`src/sv/clsf_pkg.sv`:
```
// shared constants, queue word type and log table function for the column log-sum block
package clsf_pkg;

    localparam int FRAC_BITS_DEF        = 20;
    localparam int TABLE_INDEX_BITS_DEF = 10;
    localparam int QUEUE_DEPTH_DEF      = 4;

    localparam int SAMPLE_W = 64;
    localparam int SUM_W    = 44;
    localparam int FLOOR_W  = 31;
    localparam int ADD_W    = 46;

    localparam logic signed [FLOOR_W-1:0] FLOOR_RESET = -31'sd779875176;
    localparam logic [31:0]               LN2_Q32     = 32'd2977044472;

    typedef struct packed {
        logic                    pinf;
        logic                    last;
        logic signed [ADD_W-1:0] add;
    } t_qword;

    // shift-subtract long division, elaboration only
    function automatic logic [63:0] udiv64(input logic [63:0] num, input logic [63:0] den);
        logic [63:0] quo;
        logic [63:0] rem;
        quo = '0;
        rem = '0;
        for (int b = 63; b >= 0; b--) begin
            rem = {rem[62:0], num[b]};
            if (rem >= den) begin
                rem    = rem - den;
                quo[b] = 1'b1;
            end
        end
        return quo;
    endfunction

    // ln(1 + i / 2^tib) in q.32 by the atanh series
    function automatic logic [31:0] ln_entry(input int unsigned idx, input int unsigned tib);
        logic [63:0] u;
        logic [63:0] z;
        logic [63:0] z2;
        logic [63:0] term;
        logic [63:0] acc;
        u    = 64'(idx) << (32 - tib);
        z    = udiv64(u << 31, (64'd8589934592 + u) >> 1);
        z2   = (z * z) >> 32;
        term = z;
        acc  = '0;
        for (int k = 1; k <= 41; k += 2) begin
            acc  = acc + udiv64(term, 64'(k));
            term = (term * z2) >> 32;
        end
        return 32'(acc << 1);
    endfunction

endpackage

```
`src/sv/clsf_back.sv`:
```
// back end: saturating column accumulator and result register
module clsf_back import clsf_pkg::*; (
    input  logic                    i_clk,
    input  logic                    i_rst_n,
    input  logic                    i_word_valid,
    output logic                    o_word_ready,
    input  t_qword                  i_word,
    output logic                    o_valid,
    input  logic                    i_ready,
    output logic signed [SUM_W-1:0] o_log_sum,
    output logic                    o_saturated
);

    localparam int SW = ADD_W + 1;

    localparam logic signed [SUM_W-1:0] SUM_MAX = {1'b0, {(SUM_W - 1){1'b1}}};
    localparam logic signed [SUM_W-1:0] SUM_MIN = {1'b1, {(SUM_W - 1){1'b0}}};

    logic signed [SUM_W-1:0] r_sum;
    logic                    r_ovf;
    logic                    r_out_valid;
    logic signed [SUM_W-1:0] r_log_sum;
    logic                    r_saturated;

    logic signed [SUM_W-1:0] n_sum;
    logic                    n_ovf;
    logic signed [SW-1:0]    w_s;
    logic                    w_pop;

    assign o_word_ready = !i_word.last || !r_out_valid || i_ready;
    assign w_pop        = i_word_valid && o_word_ready;
    assign w_s          = SW'(r_sum) + SW'($signed(i_word.add));

    assign o_valid     = r_out_valid;
    assign o_log_sum   = r_log_sum;
    assign o_saturated = r_saturated;

    always_comb begin
        if (i_word.pinf) begin
            n_sum = SUM_MAX;
            n_ovf = 1'b1;
        end else if (w_s > SW'(SUM_MAX)) begin
            n_sum = SUM_MAX;
            n_ovf = 1'b1;
        end else if (w_s < SW'(SUM_MIN)) begin
            n_sum = SUM_MIN;
            n_ovf = 1'b1;
        end else begin
            n_sum = w_s[SUM_W-1:0];
            n_ovf = r_ovf;
        end
    end

    always_ff @(posedge i_clk) begin
        if (!i_rst_n) begin
            r_sum       <= '0;
            r_ovf       <= 1'b0;
            r_out_valid <= 1'b0;
        end else begin
            if (w_pop) begin
                if (i_word.last) begin
                    r_sum <= '0;
                    r_ovf <= 1'b0;
                end else begin
                    r_sum <= n_sum;
                    r_ovf <= n_ovf;
                end
            end
            if (w_pop && i_word.last) begin
                r_out_valid <= 1'b1;
            end else if (i_ready) begin
                r_out_valid <= 1'b0;
            end
        end
    end

    always_ff @(posedge i_clk) begin
        if (w_pop && i_word.last) begin
            r_log_sum   <= n_sum;
            r_saturated <= n_ovf;
        end
    end

endmodule

```
`config.mk`:
```
export PLATFORM = sky130hd
export DESIGN_NAME = clsf_back
export DESIGN_NICKNAME = d
export VERILOG_FILES = /design/src/sv/clsf_pkg.sv /design/src/sv/clsf_back.sv
export SDC_FILE = /design/constraint.sdc
export NUM_CORES = 1
export LEC_CHECK = 0
export BUFFER_PORTS_ARGS = -buffer_cell sky130_fd_sc_hd__buf_2
export CAP_MARGIN = 20
export CORE_ASPECT_RATIO = 1.25
export CORE_MARGIN = 8
export CORE_UTILIZATION = 52
export CTS_CLUSTER_DIAMETER = 120
export DETAILED_ROUTE_END_ITERATION = 10
export GPL_ROUTABILITY_DRIVEN = 0
export PLACE_DENSITY = 0.77
export SLEW_MARGIN = 20
export SYNTH_ARGS = -nofsm -noshare
export SYNTH_HDL_FRONTEND = slang
export SYNTH_SLANG_ARGS = --single-unit
```
`constraint.sdc`:
```
create_clock -name i_clk -period 3.4 [get_ports i_clk]
set_clock_uncertainty 0.2 [all_clocks]
set_input_delay 0.34 -clock i_clk [delete_from_list [all_inputs] [get_ports i_clk]]
set_output_delay 0.34 -clock i_clk [all_outputs]
set_load 0.05 [all_outputs]
```
-- Word level (Yosys, flattened, before mapping)
Index checks and enable logic that the tools add are counted.
- mux-type cells: 10
- magnitude comparators: 2
- reduce and logical (&&, ||, !) cells: 7
- $add $sub $neg: 1
- operator list (operator ; number):
    44-bit 2-to-1 mux ; 4
    44-bit by 46-bit adder with 47-bit output ; 1
    47-bit by 44-bit greater-than comparator with 1-bit output (second input constant) ; 1
    47-bit by 44-bit < comparator with 1-bit output (second input constant) ; 1
    1-bit 2-to-1 mux ; 6
    1-bit logical AND ; 2
    1-bit logical NOT ; 2
    1-bit logical OR ; 2
    2-bit nonzero test ; 1
- logic and storage cells: 25
- register bits: 91

-- Logic depth before layout (Yosys ltp)
Gate-level depths: netlist of the first run.
- depth after elaboration: 6
- mapped depth: 15
- gate-level depth less buffers: 12

-- Worst setup path after synthesis of the first run
OpenSTA, ideal clock, no wires.
- kind: input-to-reg
- start: input i_word[0] (netlist bit)
- end: register r_log_sum[40] (netlist: o_log_sum[40]), data pin
- data arrival time: 2.875 ns
- stages on the path: 12
- buffers on the path: 0
- setup slack: 0.058 ns
- cell sequence: ha_1 fa_1 a211oi_1 o211ai_1 nand4_1 nand2_1 a311o_1 a211oi_1 o21a_1 o21ai_0 xnor2_1 o21ai_0
- cells in the longest elaborated chain, start to end: 5
- elaborated cells on any way between the ends: 6
- RTL lines (what ; RTL line ; RTL):
    start, declared ; clsf_back.sv:7 ; input t_qword i_word,
    44-bit by 46-bit adder with 47-bit output * ; clsf_back.sv:32 ; assign w_s = SW'(r_sum) + SW'($signed(i_word.add));
    47-bit by 44-bit < comparator with 1-bit output ; clsf_back.sv:45 ; end else if (w_s < SW'(SUM_MIN)) begin
    44-bit 2-to-1 mux ; clsf_back.sv:45 ;
    44-bit 2-to-1 mux * ; clsf_back.sv:42 ; end else if (w_s > SW'(SUM_MAX)) begin
    44-bit 2-to-1 mux * ; clsf_back.sv:39 ; if (i_word.pinf) begin
    named net n_sum[40] ; clsf_back.sv:25 ; logic signed [SUM_W-1:0] n_sum;
    end signal, assigned ; clsf_back.sv:79 ; r_log_sum <= n_sum;
    end, declared ; clsf_back.sv:22 ; logic signed [SUM_W-1:0] r_log_sum;
Mark *: on every way through the listed nets, which the timed path passes. The rest lies on a longest branch.
A chain may end at the register's enable or synchronous reset.

-- Final worst setup path of the first run
- start: register r_sum[40]
- end: register r_log_sum[40] (netlist: o_log_sum[40]), data pin
- cells in the longest elaborated chain, start to end: 5
- elaborated cells on any way between the ends: 6
- RTL lines (what ; RTL line ; RTL):
    start, declared ; clsf_back.sv:19 ; logic signed [SUM_W-1:0] r_sum;
    start signal, assigned ; clsf_back.sv:65 ; r_sum <= n_sum;
    44-bit by 46-bit adder with 47-bit output * ; clsf_back.sv:32 ;
    47-bit by 44-bit < comparator with 1-bit output ; clsf_back.sv:45 ;
    44-bit 2-to-1 mux ; clsf_back.sv:45 ;
    44-bit 2-to-1 mux * ; clsf_back.sv:42 ;
    44-bit 2-to-1 mux * ; clsf_back.sv:39 ;
    named net n_sum[40] ; clsf_back.sv:25 ;
Marks and branches as above.

==> impl_metrics.csv, run 1 <==
group,metric,value,unit
critical_path,critical_path.cell_chain,"ha_1, and3_1, and4_1, nand3_1, nor4_2, o311ai_1, nor3b_2, xnor2_1, buf_4, o41ai_2, buf_4, buf_6, clkbuf_16, o21ai_0",
synth,synth.avg_cell_area,9.133,um^2
finish,area_growth,36.05,%
global_route,antenna_found_initial,0,
synth,synth_fp_nets,753,
placement,dpl_cell_area,0.007362,mm^2
drt,drc,0,
hold_path,min_path_cells,2,
critical_path,crit_required,3290,ps
synth,syn_inst,654,
sta,tightest_slew,679.7,ps
hold_path,min_to,"o_valid$_SDFFE_PN0P_",
critical_path,arrival,3340,ps
drt,drtAntennaViolNets,0,
global_route,grt_pass1_vias,6151,
hold_path,min-delay-start,"i_rst_n",
critical_path,worstSetupStartpointType,"register",
drt,wl_per_cell,19.53,um
critical_path,slowest_delay,340,ps
synth,synth_cell_types,62,
synth,synth_warnings,0,
drt,drt_wl_total,19330,um
sta,fin_crit,3455,ps
global_route,overflow,0,
critical_path,slowest_stage,"ha_1",
synth,syn_area,0.005973,mm^2
sta,setup_ws,-54.93,ps
sta,drv_slew,0,
sta,slew_headroom,0.5469,
power,peakVddDrop,0.0003170,V
drt,viasPerCell,6.152,
clocking,clkSinkCount,91,
finish,fin_area,0.008127,mm^2
global_route,grt_usage,0.2278,
drt,drt_pass1_iterations,4,
finish,n_antenna_cell,0,
global_route,grt_max_degree,48,
run_status,violations,"negative setup slack",
hold_path,worst_hold_path_type,"input pin to register",
finish,drive_gt1_frac,0.3462,
clocking,clk_pin_slew,70,ps
critical_path,worst_setup_path_end_kind,"register",
sta,period_share,1.016,
floorplan,num_io_pins,99,
sta,finalSetupViolations,44,
synth,async_flop_share,0,
power,p_per_area,483.4,mW/mm^2
placement,pre_cts_slack,-292.2,ps
clocking,cts_buffers,9,
synth,ys_ff_latch,91,
critical_path,r2r.worst_path.cells,14,
placement,dp_hpwl,13280,um
sta,finalHoldViolCount,0,
run_status,status,"finished with violations",
placement,portBuffers,98,
power,p_leak,3.436,nW
synth,ys_seq_area_frac,0.3804,
drt,first_iter_violations,394,
critical_path,crit_fanout,8,
floorplan,start_util,0.5363,
critical_path,r2r-end,"o_log_sum[40]$_DFFE_PP_",
floorplan,die_area,0.01519,mm^2
critical_path,reg2reg_slack,-50,ps
drt,dr_total_vias,6090,
floorplan,core_area,0.01114,mm^2
global_route,grt_pass1_wl,28310,um
critical_path,crit_buf_inv,4,
clocking,tritoncts,"built",
critical_path,crit_top_cell,"buf_4",
clocking,clock_path_buffers,2,
sta,rsz0062_at_grt,"yes",
critical_path,critPathTopFamily,"simple AND/OR/NAND/NOR gates",
floorplan,fp.dieW,111.9,um
floorplan,rows,43,
floorplan,fp.dieH,135.8,um
clocking,htreeDepth,3,
job,cap_violations,0,
clocking,cts_root_buf,"clkbuf_16",
clocking,clk_latency,350,ps
sta,maxClockFrequency,289.4,MHz
finish,nNetsFinal,949,
critical_path,crit_type,"register to register",
synth,synth_edf_count,45,
synth,synth_top_flop_cell,"dfxtp_1",
critical_path,rr_startpoint,"r_sum[40]$_SDFFE_PN0P_",
-- power by group --
group | leakage [nW] | switching (mW) | internal (mW)
clock | 0.157 | 0.444 | 0.643
sequential | 0.770 | 0.0493 | 1.26
combinational | 2.51 | 0.876 | 0.653
-- worst max path at each step --
stage | from | end | cells after the start
finish | r_sum[40]$_SDFFE_PN0P_ | o_log_sum[40]$_DFFE_PP_ | 14
global placement | i_word[0] | o_log_sum[26]$_DFFE_PP_ | 14
CTS | r_sum[29]$_SDFFE_PN0P_ | o_log_sum[26]$_DFFE_PP_ | 13
detailed placement | i_word[0] | o_log_sum[26]$_DFFE_PP_ | 14
global route | r_sum[12]$_SDFFE_PN0P_ | o_log_sum[34]$_DFFE_PP_ | 14
floorplan | i_word[0] | o_log_sum[40]$_DFFE_PP_ | 12
-- cells in the mapped netlist (all sizes together), types with 6 or more instances --
master / n / area share
a31oi: 10 / 0.013
ha: 46 / 0.096
xor2: 19 / 0.028
a21oi: 49 / 0.042
xnor2: 24 / 0.035
nor3: 10 / 0.0092
nor2b: 6 / 0.0063
nor2: 28 / 0.018
nand4: 15 / 0.017
and2: 6 / 0.0063
edfxtp: 45 / 0.23
o21ai: 72 / 0.060
nand2: 80 / 0.050
a21o: 18 / 0.023
o211ai: 42 / 0.061
inv: 15 / 0.0094
clkbuf: 13 / 0.0084
nand3: 9 / 0.0084
o21a: 9 / 0.011
a211oi: 7 / 0.0096
o21bai: 9 / 0.011
buf: 25 / 0.025
dfxtp: 46 / 0.15
-- layout by cell type, fill, tap and decap left out, types with 7 or more instances in the layout --
master	count
nand4_1	14
clkbuf_16	13
buf_2	98
ha_1	34
o21a_1	9
edfxtp_1	45
o21ai_0	63
o21bai_1	9
o211ai_1	32
nor3_1	9
xnor2_1	24
nand3_1	8
a31oi_1	7
inv_1	15
nor2_1	27
o21ai_1	8
xor2_1	18
a21o_1	18
nand2_1	79
buf_4	110
o211ai_2	10
a21oi_1	44
dfxtp_1	45
ha_4	9
-- what timing repair did --
action	in CTS	in global routing
hold buffers	0	0
gates cloned	0	6
setup buffers	3	4
resized for setup	20	34
endpoints found under the setup margin	88	88
pin swaps	6	42
-- metrics by stage --
step	total power [mW]	setup TNS (ps)	cells	utilization	hold slack, ps
floorplan	2.171	0	654	-	239.3
detailed placement	2.692	-21220	962	0.6610	259.9
finish	3.929	-816.4	990	0.7297	77.26
global route	4.072	-10870	990	0.7297	84.66
CTS	3.797	0	981	0.6996	74.06
global placement	2.644	-6918	962	0.6610	247.2
-- layout make-up --
type | count | area [um^2]
tap | 135 | 168.9
timing repair buffer | 223 | 1584
fill | 756 | 3010
inverter | 15 | 56.30
clock buffer | 9 | 225.2
clock inverter | 7 | 91.34
sequential | 91 | 2273
multi-input combinational | 510 | 3727
-- flip-flops by register name, summed over array words and instances (netlist names) --
signal / count
o_valid: 1
r_ovf: 1
o_saturated: 1
o_log_sum: 44
r_sum: 44
-- cells by family (layout without fill, tap and decap cells) --
logic type      after synthesis  in the layout  share of synthesized area
simple gates                177            177                     0.1429
buf+inv                      53            254                    0.04231
fa+ha+maj                    47             47                    0.09971
flops                        91             91                     0.3804
xor+xnor                     43             43                    0.06305
compound gates              243            243                     0.2717
-- worst reg2reg max path, stage by stage, from the launching register on --
cell       delay [ps]
dfxtp_1           320
ha_1              340
and3_1            200
and4_1            230
nand3_1           150
nor4_2            300
o311ai_1          170
nor3b_2           200
xnor2_1           140
buf_4             160
o41ai_2           200
buf_4             180
buf_6             150
clkbuf_16         170
o21ai_0           100
-- routing by layer --
metal	routed length, um	share of wire	track usage
met2	9702	0.50	0.4159
met3	1353	0.070	0.04481
met4	693	0.036	0.1021
met5	0	0	0
met1	7581	0.39	0.2519
(Power assumes the default switching activity.)
==> run 2, diff against run 1 <==
- TNS_END_PERCENT: default -> 10
==> run 2 against run 1 <==
The run still ends with negative setup slack left. Setup slack improved by 34 ps. Critical path depth unchanged. Flip-flop and latch count unchanged. Largest cell class unchanged.
==> impl_metrics.csv, run 2 (synthesis gave the netlist of run 1 again) <==
group,metric,value,unit
run_status,status,"finished with violations",
run_status,violations,"negative setup slack",
sta,rsz0062_at_grt,"yes",
sta,period_share,1.006,
drt,dr_total_vias,5970,
critical_path,arrival,3300,ps
critical_path,crit_buf_inv,4,
placement,pre_cts_slack,-292.2,ps
critical_path,rr_startpoint,"r_sum[12]$_SDFFE_PN0P_",
global_route,grt_max_degree,48,
critical_path,reg2reg_slack,-20,ps
placement,portBuffers,98,
placement,dpl_cell_area,0.007362,mm^2
global_route,grt_pass1_wl,28310,um
drt,first_iter_violations,394,
sta,drv_slew,0,
drt,wl_per_cell,18.55,um
finish,final-seq-area,0.002273,mm^2
global_route,overflow,0,
sta,maxClockFrequency,292.3,MHz
critical_path,r2r.worst_path.cells,14,
clocking,cts_root_buf,"clkbuf_16",
finish,multi_input_area,0.003704,mm^2
floorplan,start_util,0.5363,
finish,fin_area,0.008030,mm^2
critical_path,crit_fanout,16,
finish,n_antenna_cell,0,
critical_path,worst_setup_path_end_kind,"register",
critical_path,critPathCapture,"o_log_sum[30]$_DFFE_PP_",
finish,final_cell_mix,"buf_4, buf_2, nand2_1, edfxtp_1, dfxtp_1",
drt,drtAntennaViolNets,0,
power,p_per_area,484.0,mW/mm^2
power,power,3.886,mW
critical_path,critical_path.cell_chain,"ha_1, a21oi_1, o21ai_0, a21oi_1, o31ai_2, o311ai_1, nor3b_1, xnor2_1, buf_4, o41ai_2, buf_4, buf_6, buf_12, o21ai_0",
clocking,cts_buffers,9,
critical_path,slowest_delay,340,ps
finish,drive_gt1_frac,0.3396,
floorplan,rows,43,
finish,area_growth,34.44,%
drt,viasPerCell,6.055,
placement,dp_hpwl,13280,um
critical_path,crit_required,3280,ps
sta,fin_crit,3421,ps
floorplan,die_area,0.01519,mm^2
finish,final_common_cell,"buf_4",
floorplan,fp.dieW,111.9,um
critical_path,slowest_stage,"ha_1",
critical_path,critPathTopFamily,"compound AO/OA/AOI/OAI gates",
drt,drt_pass1_iterations,4,
clocking,clock_path_buffers,2,
sta,setup_ws,-20.92,ps
drt,drc,0,
critical_path,crit_type,"register to register",
floorplan,fp.dieH,135.8,um
global_route,grt_usage,0.2278,
finish,fillers,778,
clocking,clk_latency,350,ps
clocking,htreeDepth,3,
finish,nNetsFinal,945,
clocking,clkSinkCount,91,
global_route,grt_pass1_vias,6151,
power,p_leak,3.395,nW
clocking,tritoncts,"built",
sta,finalSetupViolations,4,
hold_path,worst_hold_path_type,"input pin to register",
sta,slew_headroom,0.5451,
global_route,antenna_found_initial,0,
drt,drt_wl_total,18290,um
critical_path,cp.depth,14,
sta,fin_tns_setup,-34.19,ps
job,cap_violations,0,
power,peakVddDrop,0.0003175,V
floorplan,core_area,0.01114,mm^2
sta,tightest_slew,682.4,ps
clocking,clk_pin_slew,60,ps
finish,fin_util,0.7210,
floorplan,num_io_pins,99,
critical_path,worstSetupStartpointType,"register",
critical_path,startpoint,"r_sum[12]$_SDFFE_PN0P_",
critical_path,r2r-end,"o_log_sum[30]$_DFFE_PP_",
sta,finalHoldViolCount,0,
==> run 2: worst min-delay path by stage <==
stage | start | cells past startpoint | end
detailed placement | r_sum[35]$_SDFFE_PN0P_ | 2 | r_sum[35]$_SDFFE_PN0P_
floorplan | r_sum[31]$_SDFFE_PN0P_ | 2 | r_sum[31]$_SDFFE_PN0P_
CTS | i_rst_n | 2 | r_sum[43]$_SDFFE_PN0P_
global route | i_rst_n | 2 | o_valid$_SDFFE_PN0P_
global placement | r_sum[41]$_SDFFE_PN0P_ | 2 | r_sum[41]$_SDFFE_PN0P_
finish | i_rst_n | 2 | o_valid$_SDFFE_PN0P_
==> run 2: cell type report <==
class,count,share of cell area
timing repair buffer,219,0.1882
multi-input combinational,510,0.4612
tap,135,0.02103
clock buffer,9,0.02805
inverter,15,0.007012
clock inverter,7,0.01137
sequential,91,0.2831
==> run 2: where the power goes <==
group | switching [mW] | total (mW) | internal [mW]
registers | 0.0486 | 1.31 | 1.26
logic | 0.855 | 1.49 | 0.636
clock network | 0.441 | 1.08 | 0.643
total | 1.34 | 3.89 | 2.54
==> run 2: metal layers <==
layer | vias up | global-route usage | share of wire
met5 | - | 0 | 0
met4 | 0 | 0.1021 | 0.027
met3 | 50 | 0.04481 | 0.066
met2 | 251 | 0.4159 | 0.52
met1 | 2840 | 0.2519 | 0.39
li1 | 2829 | - | -
==> run 2: timing repair <==
item	4_1_cts	5_1_grt
gates resized for setup	20	46
setup buffers	3	3
pin swaps	6	43
hold buffers	0	0
gates cloned	0	2
hold endpoints to repair	0	0
setup endpoints to repair	88	88
==> run 2: through the flow <==
stage / hold WS (ps) / std cells
2_1_floorplan: 239.3 / 654
3_3_place_gp: 247.2 / 962
3_5_place_dp: 259.9 / 962
4_1_cts: 74.06 / 981
5_1_grt: 85.22 / 986
6_report: 77.37 / 986
