--- config.mk ---
export PLATFORM = sky130hd
export DESIGN_NAME = clsf_queue
export DESIGN_NICKNAME = d
export VERILOG_FILES = /design/src/sv/clsf_pkg.sv /design/src/sv/clsf_queue.sv
export SDC_FILE = /design/constraint.sdc
export NUM_CORES = 1
export LEC_CHECK = 0
export BUFFER_PORTS_ARGS = -buffer_cell sky130_fd_sc_hd__clkbuf_2
export CORE_ASPECT_RATIO = 1.1
export CORE_MARGIN = 1
export CORE_UTILIZATION = 35
export DETAILED_ROUTE_END_ITERATION = 16
export GPL_TIMING_DRIVEN = 0
export SYNTH_ARGS = -nofsm -noshare
export SYNTH_HDL_FRONTEND = slang
export SYNTH_SLANG_ARGS = --single-unit
--- constraint.sdc ---
create_clock -name i_clk -period 5.1 [get_ports i_clk]
set_clock_uncertainty 0.05 [all_clocks]
set_input_delay 1.02 -clock i_clk [delete_from_list [all_inputs] [get_ports i_clk]]
set_output_delay 1.02 -clock i_clk [all_outputs]
set_load 0.05 [all_outputs]
--- src/sv/clsf_pkg.sv ---
// shared constants, queue word type and log table function for the column log-sum block
package clsf_pkg;

    localparam int FRAC_BITS_DEF        = 20;
    localparam int TABLE_INDEX_BITS_DEF = 10;
    localparam int QUEUE_DEPTH_DEF      = 4;

    localparam int SAMPLE_W = 64;
    localparam int SUM_W    = 44;
    localparam int FLOOR_W  = 31;
    localparam int ADD_W    = 46;

    localparam logic signed [FLOOR_W-1:0] FLOOR_RESET = -31'sd779875176;
    localparam logic [31:0]               LN2_Q32     = 32'd2977044472;

    typedef struct packed {
        logic                    pinf;
        logic                    last;
        logic signed [ADD_W-1:0] add;
    } t_qword;

    // shift-subtract long division, elaboration only
    function automatic logic [63:0] udiv64(input logic [63:0] num, input logic [63:0] den);
        logic [63:0] quo;
        logic [63:0] rem;
        quo = '0;
        rem = '0;
        for (int b = 63; b >= 0; b--) begin
            rem = {rem[62:0], num[b]};
            if (rem >= den) begin
                rem    = rem - den;
                quo[b] = 1'b1;
            end
        end
        return quo;
    endfunction

    // ln(1 + i / 2^tib) in q.32 by the atanh series
    function automatic logic [31:0] ln_entry(input int unsigned idx, input int unsigned tib);
        logic [63:0] u;
        logic [63:0] z;
        logic [63:0] z2;
        logic [63:0] term;
        logic [63:0] acc;
        u    = 64'(idx) << (32 - tib);
        z    = udiv64(u << 31, (64'd8589934592 + u) >> 1);
        z2   = (z * z) >> 32;
        term = z;
        acc  = '0;
        for (int k = 1; k <= 41; k += 2) begin
            acc  = acc + udiv64(term, 64'(k));
            term = (term * z2) >> 32;
        end
        return 32'(acc << 1);
    endfunction

endpackage

--- src/sv/clsf_queue.sv ---
// small word queue between the log front end and the accumulator
module clsf_queue import clsf_pkg::*; #(
    parameter int DEPTH = QUEUE_DEPTH_DEF
) (
    input  logic   i_clk,
    input  logic   i_rst_n,
    input  logic   i_wr_valid,
    output logic   o_wr_ready,
    input  t_qword i_wr_word,
    output logic   o_rd_valid,
    input  logic   i_rd_ready,
    output t_qword o_rd_word
);

    localparam int PTR_W = $clog2(DEPTH);
    localparam int CNT_W = $clog2(DEPTH + 1);

    t_qword             r_mem [DEPTH];
    logic [PTR_W-1:0]   r_wr_ptr;
    logic [PTR_W-1:0]   r_rd_ptr;
    logic [CNT_W-1:0]   r_count;
    logic               w_wr;
    logic               w_rd;

    assign o_wr_ready = (r_count != CNT_W'(DEPTH));
    assign o_rd_valid = (r_count != '0);
    assign o_rd_word  = r_mem[r_rd_ptr];
    assign w_wr       = i_wr_valid && o_wr_ready;
    assign w_rd       = o_rd_valid && i_rd_ready;

    always_ff @(posedge i_clk) begin
        if (!i_rst_n) begin
            r_wr_ptr <= '0;
            r_rd_ptr <= '0;
            r_count  <= '0;
        end else begin
            if (w_wr) begin
                r_wr_ptr <= (r_wr_ptr == PTR_W'(DEPTH - 1)) ? '0 : r_wr_ptr + 1'b1;
            end
            if (w_rd) begin
                r_rd_ptr <= (r_rd_ptr == PTR_W'(DEPTH - 1)) ? '0 : r_rd_ptr + 1'b1;
            end
            r_count <= r_count + CNT_W'(w_wr) - CNT_W'(w_rd);
        end
    end

    always_ff @(posedge i_clk) begin
        if (w_wr) begin
            r_mem[r_wr_ptr] <= i_wr_word;
        end
    end

endmodule

* Word level (Yosys, flattened, before mapping) *
Memory sizes are Yosys's and may differ from the RTL's. A register that Yosys moved wholly into a read port is not among the register bits.
Cells that the tools add are included.

storage, ports and cells
  register bits = 7
  RAM bits = 192
  input port bits = 52
  output and inout bits = 50
  word-level logic and storage cells = 20
  memories = 1

memories
  name   words  width  read ports  clocked after Yosys merged registers in  wr ports  RTL line          text
  r_mem  4      48     1           1                                        1         clsf_queue.sv:18  t_qword r_mem [DEPTH];

cells by class
  add/subtract/negate cells = 4
  equal/unequal tests = 3
  mux-type cells = 6
  reduce and logical (&&, ||, !) cells = 3

operators by type and width
  operator                                       count
  2-to-1 mux 2 bit                               4
  adder 2 x 1 -> 2 bit (second input constant)   2
  equality test 2 bit (second input constant)    2
  adder 3 x 1 -> 3 bit                           1
  inequality test 3 bit (second input constant)  1
  nonzero test 3 bit                             1
  subtractor 3 x 1 -> 3 bit                      1
  logical AND 1 bit                              2
  2-to-1 mux 1 bit                               2

* Logic depth before layout (Yosys ltp) *
Gate-level depths: netlist of the first run.

  word-level depth = 4
  depth in mapped cells = 12
  gate-level depth less buffers = 11

* Worst setup path after synthesis of the first run *
Ideal clock, no wire load.

  path type = in2reg
  start point = input i_rd_ready
  end point = register r_count[2]
  library setup time = 0.115 ns
  arrival time = 2.445 ns
  required time = 4.935 ns
  slack = 2.490 ns
  stages = 10
  buffers on the path = 0
  cells stage by stage = o31ai_1 -> inv_1 -> ha_1 -> inv_1 -> ha_1 -> inv_1 -> fa_1 -> xnor2_1 -> xnor2_1 -> and2_1

between the ends
  longest elaborated chain between the ends = 2

ends and longest elaborated chain
  item                       RTL line          text
  start: declaration         clsf_queue.sv:11  input logic i_rd_ready,
  logical AND 1 bit          clsf_queue.sv:29  assign w_rd = o_rd_valid && i_rd_ready;
  subtractor 3 x 1 -> 3 bit  clsf_queue.sv:43  r_count <= r_count + CNT_W'(w_wr) - CNT_W'(w_rd);
  end signal: assignment     clsf_queue.sv:43
  end: declaration           clsf_queue.sv:21  logic [CNT_W-1:0] r_count;

Every way passes these cells.
A chain may end at the register's enable or synchronous reset.

==> results by group, run 1 <==
Outcome
  • Result of the run: finished clean

STA
  • Period utilisation layout: a little over three fifths
  • Slew Limit Fails: 0
  • Fmax achieved: 0.314 GHz
  • RSZ-0062 raised after global routing: no
  • Setup Total Neg Slack: 0 ns
  • Hold Fails Final Rpt: 0
  • Actual slew at the worst max-slew pin: 0.813 ns
  • Min Clock Period, post-route: 3.19 ns
  • Final hold slack: around 0.46 ns
  • Relative slew margins: 45.8%
  • Final worst slack: approximately 1.9 ns
  • Final Setup Violations: 0

Clocking
  • Clk root buf: clkbuf_16
  • Worst skew pair latency: 0.49 ns
  • H-tree depth: 1
  • CTS buffer count: 22
  • CTS tree: yes
  • # Post-CTS Setup Buffers: 0
  • Resized cells post-CTS: 0
  • # clock sinks: 201
  • Hold_buf cts: 0
  • CTS Buffer Depth: 3
  • Clock transition at path regs: 0.06 ns

Finish
  • Share of post-route cells with drive strength above 1: 44.7%
  • Final net count: 487
  • Synthesis-to-finish area growth: 21.7%
  • Reg area: 5950 sq um
  • ANT cells: 0
  • Filler instances: 1786
  • Multi-input gate area: ~1400 sq um
  • Post-Layout Cell Count: 699

Placed design
  • DP HPWL: 7.62 mm
  • Placed insts: 659
  • Setup WS pre-CTS: 2.23 ns
  • Port Buffers: between 100 and 150
  • RePlAce Congestion: between 0.6 and 0.7

Synthesis
  • Async set-or-reset flop fraction in the synthesized netlist: 0%
  • Yosys reg bits: 201
  • Netlist cell types: 25
  • Ys flop type: edfxtp_1
  • Synth Net Count: ~360
  • Synthesized area: 7400 sq um
  • Syn_area_per_cell: 24.5 sq um
  • Yosys warnings: 0
  • Syn Inst Count: 302
  • Sequential share of the synthesized area: 80.3%
  • Post-synth EDFFs: 192

Critical path
  • Crit path capture type: primary output
  • CP delay by family, top: buffers and inverters
  • Crit path max-delay cell type: mux4_2
  • Crit-path max cell delay: 0.53 ns
  • Critical Path AT: 2.12 ns
  • Worst path buffer plus inverter count: 3
  • Crit-path max FO: 10
  • Type of origin of the critical path: register
  • Worst-path cell chain: buf_4, buf_6, mux4_2, clkbuf_2
  • Setup CP Type: register to primary output
  • Critical Path RT: approximately 4.0 ns

Job
  • Maxcap violations: 0

Min path
  • HP Class: register to register

Drt
  • Top sig layer: met4
  • Drt drc: 0
  • Wire per inst: 18.4 microns
  • ANT nets after route: 0
  • WL met3: slightly above 700 microns
  • DR WL met2: roughly 6.6 mm
  • DRT Pass-1 Iters: 4
  • WL met1: around 5.3 mm
  • Vias/cell: 4.86
  • Initial detailed-routing violation count: 161
  • Final wirelength: 12.9 mm
  • Vias: around 3400

Die
  • I/O Pins: 102
  • Core region area: 20600 sq um
  • FP Rows: 55
  • Die W: ~140 microns
  • Initial Utilization: 35.8%
  • Die extent in y: 155 microns
  • DIE AREA: between 20000 and 25000 sq um

Global routing
  • Initial antenna violation count: 0
  • First-pass GRT wire length: 20.1 mm
  • All-Layer GR Usage: 12.2%
  • Number of global-route vias before repair: between 3000 and 4000
  • Largest net degree at the start of global routing: 49
  • Total grt overflow: 0

Pwr
  • Power per Cell Area: 569 nW/um^2
  • Leak: 3.09 nW
  • Power, Total: between 5 and 6 mW
  • Maximum vdd ir drop: 0.000339 V
==> cells by family (layout without fill, tap and decap cells) <==
group                    after synthesis  count (layout)  share of synthesized area, %
multiplexers                          49              49                          14.7
XOR/XNOR                               2               2                         0.237
AND/OR/NAND/NOR                       20              20                          1.57
adder cells (fa/ha/maj)                8               8                          1.45
flip-flops                           201             201                          80.3
AO/OA/AOI/OAI                          4               4                         0.304
buffers and inverters                 18             159                          1.35
==> cell usage after synthesis (3+ instances only) <==
| library cell | count | area, sq um |
|---|---|---|
| mux4_2 | 48 | 1080 |
| nand2_1 | 5 | 18.8 |
| buf_2 | 5 | 25.0 |
| dfxtp_1 | 9 | 180 |
| edfxtp_1 | 192 | 5770 |
| buf_6 | 3 | 33.8 |
| and3_2 | 4 | 30.0 |
| clkbuf_1 | 3 | 11.3 |
| inv_1 | 6 | 22.5 |
| ha_1 | 7 | 87.6 |
==> metrics by stage <==
stage / util, % / cell area (sq um)
after floorplan: - / 7400
after global placement: 39.8 / 8230
after detailed placement: 39.8 / 8230
after CTS: 43.6 / 8990
after global routing: 43.6 / 9010
final: 43.6 / 9010
==> worst min-delay path, cell delays in order, from the launching register on <==
cell and delay (ns):
dfxtp_1 0.34, nand2_1 0.07, o21ai_1 0.05
==> layout by cell type (no fill, tap or decap), types with 5 or more instances in the layout <==
cell and count:
edfxtp_1 192, clkbuf_1 5, buf_2 5, nand2_1 5, clkbuf_2 101, ha_1 7, dfxtp_1 9, clkbuf_16 23
mux4_2 48, inv_1 6
==> worst paths after layout <==
| kind | start | slack, ns | cells after the start | end |
|---|---|---|---|---|
| max reg2reg | r_count[1] | 2.50 | 12 | r_count[2] |
| max | register | 1.91 | 4 | o_rd_word[36] |
| min | r_wr_ptr[0] | 0.46 | 2 | r_wr_ptr[0] |
| min reg2reg | r_wr_ptr[0] | 0.46 | 2 | r_wr_ptr[0] |
==> area by class of cell <==
class	instances	area share [%]
multi-input cells	83	15.2
well taps	256	3.56
inverters	6	0.250
clock inverters	15	2.01
clock buffers	25	6.47
plain buffers	12	0.861
repair buffers	101	5.61
flip-flops and latches	201	66.0
==> per-layer routing <==
layer | up-vias | track usage [%]
met5 | - | 0
met4 | 0 | 3.93
met3 | 15 | 3.00
met2 | 81 | 21.5
met1 | 1777 | 14.7
li1 | 1522 | -
==> registers in the layout, indices dropped and copies added, names as in the netlist, named ones only <==
| name | count |
|---|---|
| r_mem | 192 |
| r_rd_ptr | 2 |
| r_wr_ptr | 2 |
| r_count | 3 |
==> power by group <==
group / internal [mW] / switching, mW
sequential: 2.00 / 0.0454
clock: 1.03 / 0.609
combinational: 0.441 / 1.01
No activity file was read; power rests on OpenSTA's default activity.
==> run 2, diff against run 1 <==
==> constraint.sdc (replaced) <==
create_clock -name i_clk -period 2.7 [get_ports i_clk]
set_clock_uncertainty 0.05 [all_clocks]
set_input_delay 0.54 -clock i_clk [delete_from_list [all_inputs] [get_ports i_clk]]
set_output_delay 0.54 -clock i_clk [all_outputs]
set_load 0.05 [all_outputs]
==> run 2 against run 1 <==
  * Sequential power grew 89%
  * Register-to-register slack lost 2.3 ns
  * Global-route usage is essentially flat
  * First-iteration DRC count grew 15%
  * Worst hold slack lost 0.25 ns
  * Combinational power grew 95%
  * Critical path depth shrank 1
  * Worst setup slack lost 1.8 ns
  * Final area grew 0.86%
  * Cell count is the same
  * Non-clock buffer count is the same
  * Critical path type unchanged
  * Largest power group unchanged
==> results by group, run 2 (synthesis gave the netlist of run 1 again) <==
Critical path
  • Crit-path max cell delay: 0.51 ns (-0.02 ns)
  • Crit path max-delay cell type: clkbuf_1
  • Worst r2r src: r_count[1]
  • Critical Path AT: 2.01 ns (-0.11 ns)
  • CP delay by family, top: buffers and inverters
  • Setup CP Type: register to primary output
  • Crit path capture type: primary output
  • Critical Path RT: 2.11 ns (-1.92 ns)
  • Type of origin of the critical path: register
  • Worst-path cell chain: clkbuf_1, mux4_2, clkbuf_2
  • Stages on worst setup path: 3 (-1)
  • Setup crit end: o_rd_word[17]
  • Reg2reg path depth: 12 (unchanged)
  • R2r endpoint: r_count[2]
  • Crit-path max FO: 10 (unchanged)
  • Worst path buffer plus inverter count: 2 (-1)
  • Setup slack, reg-to-reg: 0.17 ns (-2.33 ns)

STA
  • Relative slew margins: 46.1% (+0.25 points)
  • Min Clock Period, post-route: between 2 and 3 ns
  • RSZ-0062 raised after global routing: yes
  • Final Setup Violations: 0 (unchanged)
  • Fmax achieved: between 0.3 and 0.4 GHz
  • Hold Fails Final Rpt: 0 (unchanged)
  • Actual slew at the worst max-slew pin: 0.809 ns (-0.00379 ns)
  • Period utilisation layout: 96.2%
  • Slew Limit Fails: 0 (unchanged)

Global routing
  • Number of global-route vias before repair: 3689 (-0.11%)
  • Total grt overflow: 0 (unchanged)
  • Largest net degree at the start of global routing: 49 (unchanged)
  • All-Layer GR Usage: 12.3% (+0.033 points)
  • First-pass GRT wire length: 20.1 mm (+0.17%)
  • Initial antenna violation count: 0 (unchanged)

Placed design
  • DP HPWL: 7.62 mm (unchanged)
  • Placed insts: 659 (unchanged)
  • RePlAce Congestion: 0.661 (unchanged)
  • Port Buffers: 101 (unchanged)

Clocking
  • # Post-CTS Setup Buffers: 0 (unchanged)
  • Clk root buf: clkbuf_16
  • H-tree depth: 1 (unchanged)
  • Worst skew pair latency: 0.49 ns (about the same)
  • CTS tree: yes
  • # clock sinks: 201 (unchanged)
  • Hold_buf cts: 0 (unchanged)
  • CTS Buffer Depth: 3 (unchanged)
  • Clock transition at path regs: 0.06 ns (about the same)
  • CTS buffer count: 22 (unchanged)

Drt
  • Vias/cell: 4.84 (-0.29%)
  • DRT Pass-1 Iters: 4 (unchanged)
  • Wire per inst: 18.5 microns (+0.59%)
  • ANT nets after route: 0 (unchanged)
  • Drt drc: 0 (unchanged)
  • Final wirelength: 13.0 mm (+0.59%)
  • Vias: 3385 (-0.29%)
  • Initial detailed-routing violation count: 185 (+15%)

Pwr
  • Power per Cell Area: 1080 nW/um^2 (+89%)
  • Leak: 3.10 nW (+0.44%)
  • Power, Total: 9.79 mW (+91%)
  • Maximum vdd ir drop: 0.000643 V (+90%)

Die
  • Die W: 141 microns (unchanged)
  • DIE AREA: 21700 sq um (unchanged)
  • I/O Pins: 102 (unchanged)
  • FP Rows: 55 (unchanged)
  • Core region area: 20600 sq um (unchanged)
  • Initial Utilization: 35.8% (unchanged)
  • Die extent in y: 155 microns (unchanged)

Finish
  • Post-Layout Cell Count: 699 (unchanged)
  • Max FFs per register: 192 (unchanged)
  • Most common cell after layout, fill and taps aside: edfxtp_1
  • Share of post-route cells with drive strength above 1: 45.6% (+0.90 points)
  • ANT cells: 0 (unchanged)
  • Filler instances: 1783 (-0.17%)
  • Util after Layout: 44.0% (+0.38 points)
  • Biggest regs: r_mem: 192 flops, r_count: 3 flops
  • Top reg by flops: r_mem
  • Final net count: 487 (unchanged)
  • Commonest cells after routing, fill and taps aside: edfxtp_1, clkbuf_2, mux4_2, clkbuf_16, clkbuf_4
  • Synthesis-to-finish area growth: 22.7%

Min path
  • HP Class: primary input to register

Job
  • Maxcap violations: 0 (unchanged)

Outcome
  • Result of the run: finished clean
## run 2: cell count changes in the layout (fill, tap and decap cells not counted), sizes merged
cell    change
buf         +1
clkbuf      -1
## run 2: worst reg2reg max path, delay by kind of cell (launching register included)
family,cells,cell delay (ns)
fa+ha+maj,3,0.71
xor+xnor,2,0.26
simple gates,3,0.72
buf+inv,4,0.32
flops,1,0.36
## run 2: how the worst min path moves through the flow
stage	slack (ns)	from	end	cells after the start
final	0.21	i_wr_word[30]	r_mem[2][30]	1
after floorplan	0.42	r_wr_ptr[1]	r_wr_ptr[1]	2
after CTS	0.19	i_wr_word[30]	r_mem[2][30]	1
after detailed placement	0.46	r_wr_ptr[0]	r_wr_ptr[0]	2
after global routing	0.19	i_wr_word[21]	r_mem[3][21]	1
after global placement	0.43	r_wr_ptr[1]	r_wr_ptr[1]	2
## run 2: layer usage
| metal | vias to the layer above | GRT usage, % | share of wire [%] |
|---|---|---|---|
| li1 | 1521 | - | - |
| met1 | 1770 | 14.7 | 41 |
| met2 | 79 | 21.6 | 52 |
| met3 | 15 | 3.00 | 5.5 |
| met4 | 0 | 3.93 | 1.6 |
| met5 | - | 0 | 0 |
## run 2: where the power goes
part	internal, mW	switching [mW]
sequential	3.78	0.0919
clock	1.94	1.15
combinational	0.919	1.91
total	6.64	3.15
## run 2: repair_timing
action / CTS / global route
endpoints found under the setup margin: 20 / 37
gates resized for setup: 18 / 12
pin swaps: 0 / 0
## run 2: cell type report
type	instances	area (sq um)	area share [%]
Sequential cell	201	5950	65.5
Buffer	12	108	1.18
Tap cell	256	320	3.53
Multi-Input combinational cell	83	1380	15.2
Clock inverter	15	181	2.00
Timing Repair Buffer	101	541	5.95
Inverter	6	22.5	0.248
Clock buffer	25	583	6.42
## run 2: stage by stage
step           hold slack, ns  setup WS, ns  cell area, sq um   TNS, ns
3_3_place_gp            0.428         0.226              8230         0
4_1_cts                 0.192       0.00255              9040         0
5_1_grt                 0.194      -0.00336              9080  -0.00625
3_5_place_dp            0.455        0.0941              8230         0
6_report                0.213         0.102              9080         0
2_1_floorplan           0.418         0.240              7400         0
==> run 3, diff against run 2 <==
--- a/config.mk
+++ b/config.mk
@@ -11,6 +11,7 @@
 export CORE_UTILIZATION = 35
 export DETAILED_ROUTE_END_ITERATION = 16
 export GPL_TIMING_DRIVEN = 0
+export PLACE_DENSITY_LB_ADDON = 0.2
 export SYNTH_ARGS = -nofsm -noshare
 export SYNTH_HDL_FRONTEND = slang
 export SYNTH_SLANG_ARGS = --single-unit
==> run 3 against run 2 <==
  * Sequential cell count is the same
  * Clock power shrank 7.8%
  * Global-route usage grew 0.40 points
  * First-iteration DRC count shrank 50%
  * Via count grew 0.50%
  * Cell count shrank 0.43%
  * Combinational power is essentially flat
  * Sequential share of layout area grew 0.72 points
  * Non-clock buffer count is the same
  * Largest cell class unchanged
  * Routed wire length grew 3.8%
  * Critical path type is now register to register
  * Utilization shrank 0.48 points
  * Final area shrank 1.1%
==> results by group, run 3 (synthesis gave the netlist of run 1 again) <==
Outcome
  • Result of the run: finished clean

Global routing
  • Largest net degree at the start of global routing: 49 (unchanged)
  • All-Layer GR Usage: 12.7% (+0.40 points)
  • Total grt overflow: 0 (unchanged)
  • First-pass GRT wire length: 20.7 mm (+2.9%)
  • Initial antenna violation count: 0 (unchanged)
  • Number of global-route vias before repair: 3769 (+2.2%)

Clocking
  • CTS tree: yes
  • CTS Buffer Depth: 3 (unchanged)
  • # Post-CTS Setup Buffers: 0 (unchanged)
  • H-tree depth: 1 (unchanged)
  • Clk root buf: clkbuf_16
  • Clock transition at path regs: 0.06 ns (about the same)
  • # clock sinks: 201 (unchanged)
  • CTS buffer count: 22 (unchanged)
  • Worst skew pair latency: 0.49 ns (about the same)

Critical path
  • Critical Path RT: 3.04 ns (+0.93 ns)
  • Type of origin of the critical path: register
  • Crit path capture type: register
  • Most Frequent Cell on Critical Path: inv_1
  • Critical Path AT: 2.90 ns (+0.89 ns)
  • Stages on worst setup path: 12 (+9)
  • Reg2reg path depth: 12 (unchanged)
  • Crit-path max FO: 7 (-3)
  • Worst path buffer plus inverter count: 4 (+2)
  • Worst-path cell chain: or3b_1, buf_6, and2_4, inv_1, ha_1, inv_1, ha_1, inv_1, fa_1, xnor2_1, xnor2_1, and2_1
  • Crit-path max cell delay: 0.42 ns (-0.09 ns)
  • Crit path max-delay cell type: or3b_1
  • CP delay by family, top: simple AND/OR/NAND/NOR gates
  • Setup CP Type: register to register

Job
  • Maxcap violations: 0 (unchanged)

STA
  • RSZ-0062 raised after global routing: no
  • Fmax achieved: 0.390 GHz (+1.2%)
  • Period utilisation layout: 95.0% (-1.2 points)
  • Hold Fails Final Rpt: 0 (unchanged)
  • Relative slew margins: 45.5% (-0.56 points)
  • Slew Limit Fails: 0 (unchanged)
  • Min Clock Period, post-route: 2.57 ns (-0.0319 ns)
  • Final Setup Violations: 0 (unchanged)
  • Actual slew at the worst max-slew pin: 0.817 ns (+0.00846 ns)
  • Final worst slack: 0.134 ns (+0.0319 ns)

Pwr
  • Power, Total: 9.53 mW (-2.7%)
  • Sw Share: 32.7% (+0.48 points)
  • Comb power frac: 29.4% (+0.5 points)
  • Power per Cell Area: 1060 nW/um^2 (-1.6%)
  • Maximum vdd ir drop: 0.000560 V (-13%)
  • Switch Pwr: 3.11 mW (-1.2%)
  • Flop pwr share: 40.7% (+1.1 points)
  • Clock power frac: 29.9% (-1.6 points)
  • Leak: 3.05 nW (-1.4%)
  • Internal power: 6.42 mW (-3.4%)

Die
  • Initial Utilization: 35.8% (unchanged)
  • I/O Pins: 102 (unchanged)
  • FP Rows: 55 (unchanged)
  • Core region area: 20600 sq um (unchanged)
  • Die extent in y: 155 microns (unchanged)
  • DIE AREA: 21700 sq um (unchanged)
  • Die W: 141 microns (unchanged)

Finish
  • Biggest regs: r_mem: 192 flops, r_count: 3 flops
  • Commonest cells after routing, fill and taps aside: edfxtp_1, clkbuf_2, mux4_2, clkbuf_16, clkbuf_4
  • Top reg by flops: r_mem
  • Max FFs per register: 192 (unchanged)
  • Share of post-route cells with drive strength above 1: 44.3% (-1.3 points)
  • Filler instances: 1804 (+1.2%)
  • ANT cells: 0 (unchanged)
  • Final net count: 487 (unchanged)
  • Most common cell after layout, fill and taps aside: edfxtp_1
  • Synthesis-to-finish area growth: 21.4%

Min path
  • HP Class: primary input to register
  • Hold Crit Depth: 1 (unchanged)

Drt
  • Vias: 3402 (+0.50%)
  • DRT Pass-1 Iters: 4 (unchanged)
  • Initial detailed-routing violation count: 93 (-50%)
  • Final wirelength: 13.5 mm (+3.8%)
  • Vias/cell: 4.89 (+0.94%)
  • ANT nets after route: 0 (unchanged)
  • Wire per inst: 19.3 microns (+4.3%)
  • Drt drc: 0 (unchanged)

Placed design
  • Setup WS pre-CTS: 0.137 ns (+0.0428 ns)
  • Port Buffers: 101 (unchanged)
  • RePlAce Congestion: 0.668 (+1.1%)
  • DP HPWL: 7.67 mm (+0.77%)
[run 3: changes by cell type in the layout (fill, tap and decap cells not counted), moves of 2 or more]
cell and change:
clkbuf_4 -6, buf_2 +5, clkbuf_1 +3, clkbuf_2 +3, clkinv_4 -3, bufinv_16 -2
clkinv_2 -2
[run 3: power groups by stage]
stage	clock, mW	combinational (mW)	sequential [mW]
floorplan	0	2.17	3.91
global placement	0	2.78	3.92
detailed placement	0	2.81	3.94
CTS	2.94	2.84	3.88
global route	3.06	2.98	3.90
finish	2.85	2.80	3.88
[run 3: worst paths after layout]
kind	startpoint	endpoint	slack [ns]
min reg2reg	r_wr_ptr[1]	r_wr_ptr[1]	0.46
min	i_wr_word[39]	r_mem[0][39]	0.21
max reg2reg	r_count[1]	r_count[2]	0.13
max	r_count[1]	r_count[2]	0.13
[run 3: per-stage QoR]
step                hold slack [ns]  instances  utilization, %  cell area (sq um)  setup TNS, ns
finish                        0.213        696            43.5               8980              0
CTS                           0.186        696            43.4               8960         -0.102
global route                  0.187        696            43.5               8980              0
global placement              0.436        659            39.8               8230              0
floorplan                     0.418        302               -               7400              0
detailed placement            0.461        659            39.9               8240              0
[run 3: final cells by class]
cell class                      count  area, sq um  area share, %
Timing Repair Buffer              101          526           5.85
Clock inverter                      7         81.3          0.905
Clock buffer                       30          602           6.70
Multi-Input combinational cell     83         1380           15.3
Tap cell                          256          320           3.57
Sequential cell                   201         5950           66.2
Inverter                            6         22.5          0.251
Buffer                             12          110           1.23
[run 3: layer usage]
| layer | track usage, % | wire, microns | vias up |
|---|---|---|---|
| li1 | - | - | 1524 |
| met1 | 15.9 | 5710 | 1765 |
| met2 | 21.7 | 6760 | 92 |
| met3 | 3.37 | 770 | 21 |
| met4 | 3.47 | 208 | 0 |
| met5 | 0 | 0 | - |
[run 3: worst register-to-register path, cell delays in order, from the launching register on]
cell,delay (ns)
dfxtp_1,0.37
or3b_1,0.42
buf_6,0.15
and2_4,0.16
inv_1,0.05
ha_1,0.22
inv_1,0.06
ha_1,0.13
inv_1,0.04
fa_1,0.38
xnor2_1,0.15
xnor2_1,0.14
and2_1,0.15
[run 3: repair_timing]
action	CTS	global route
setup endpoints to repair	35	41
resized for setup	13	16
hold buffers	0	0
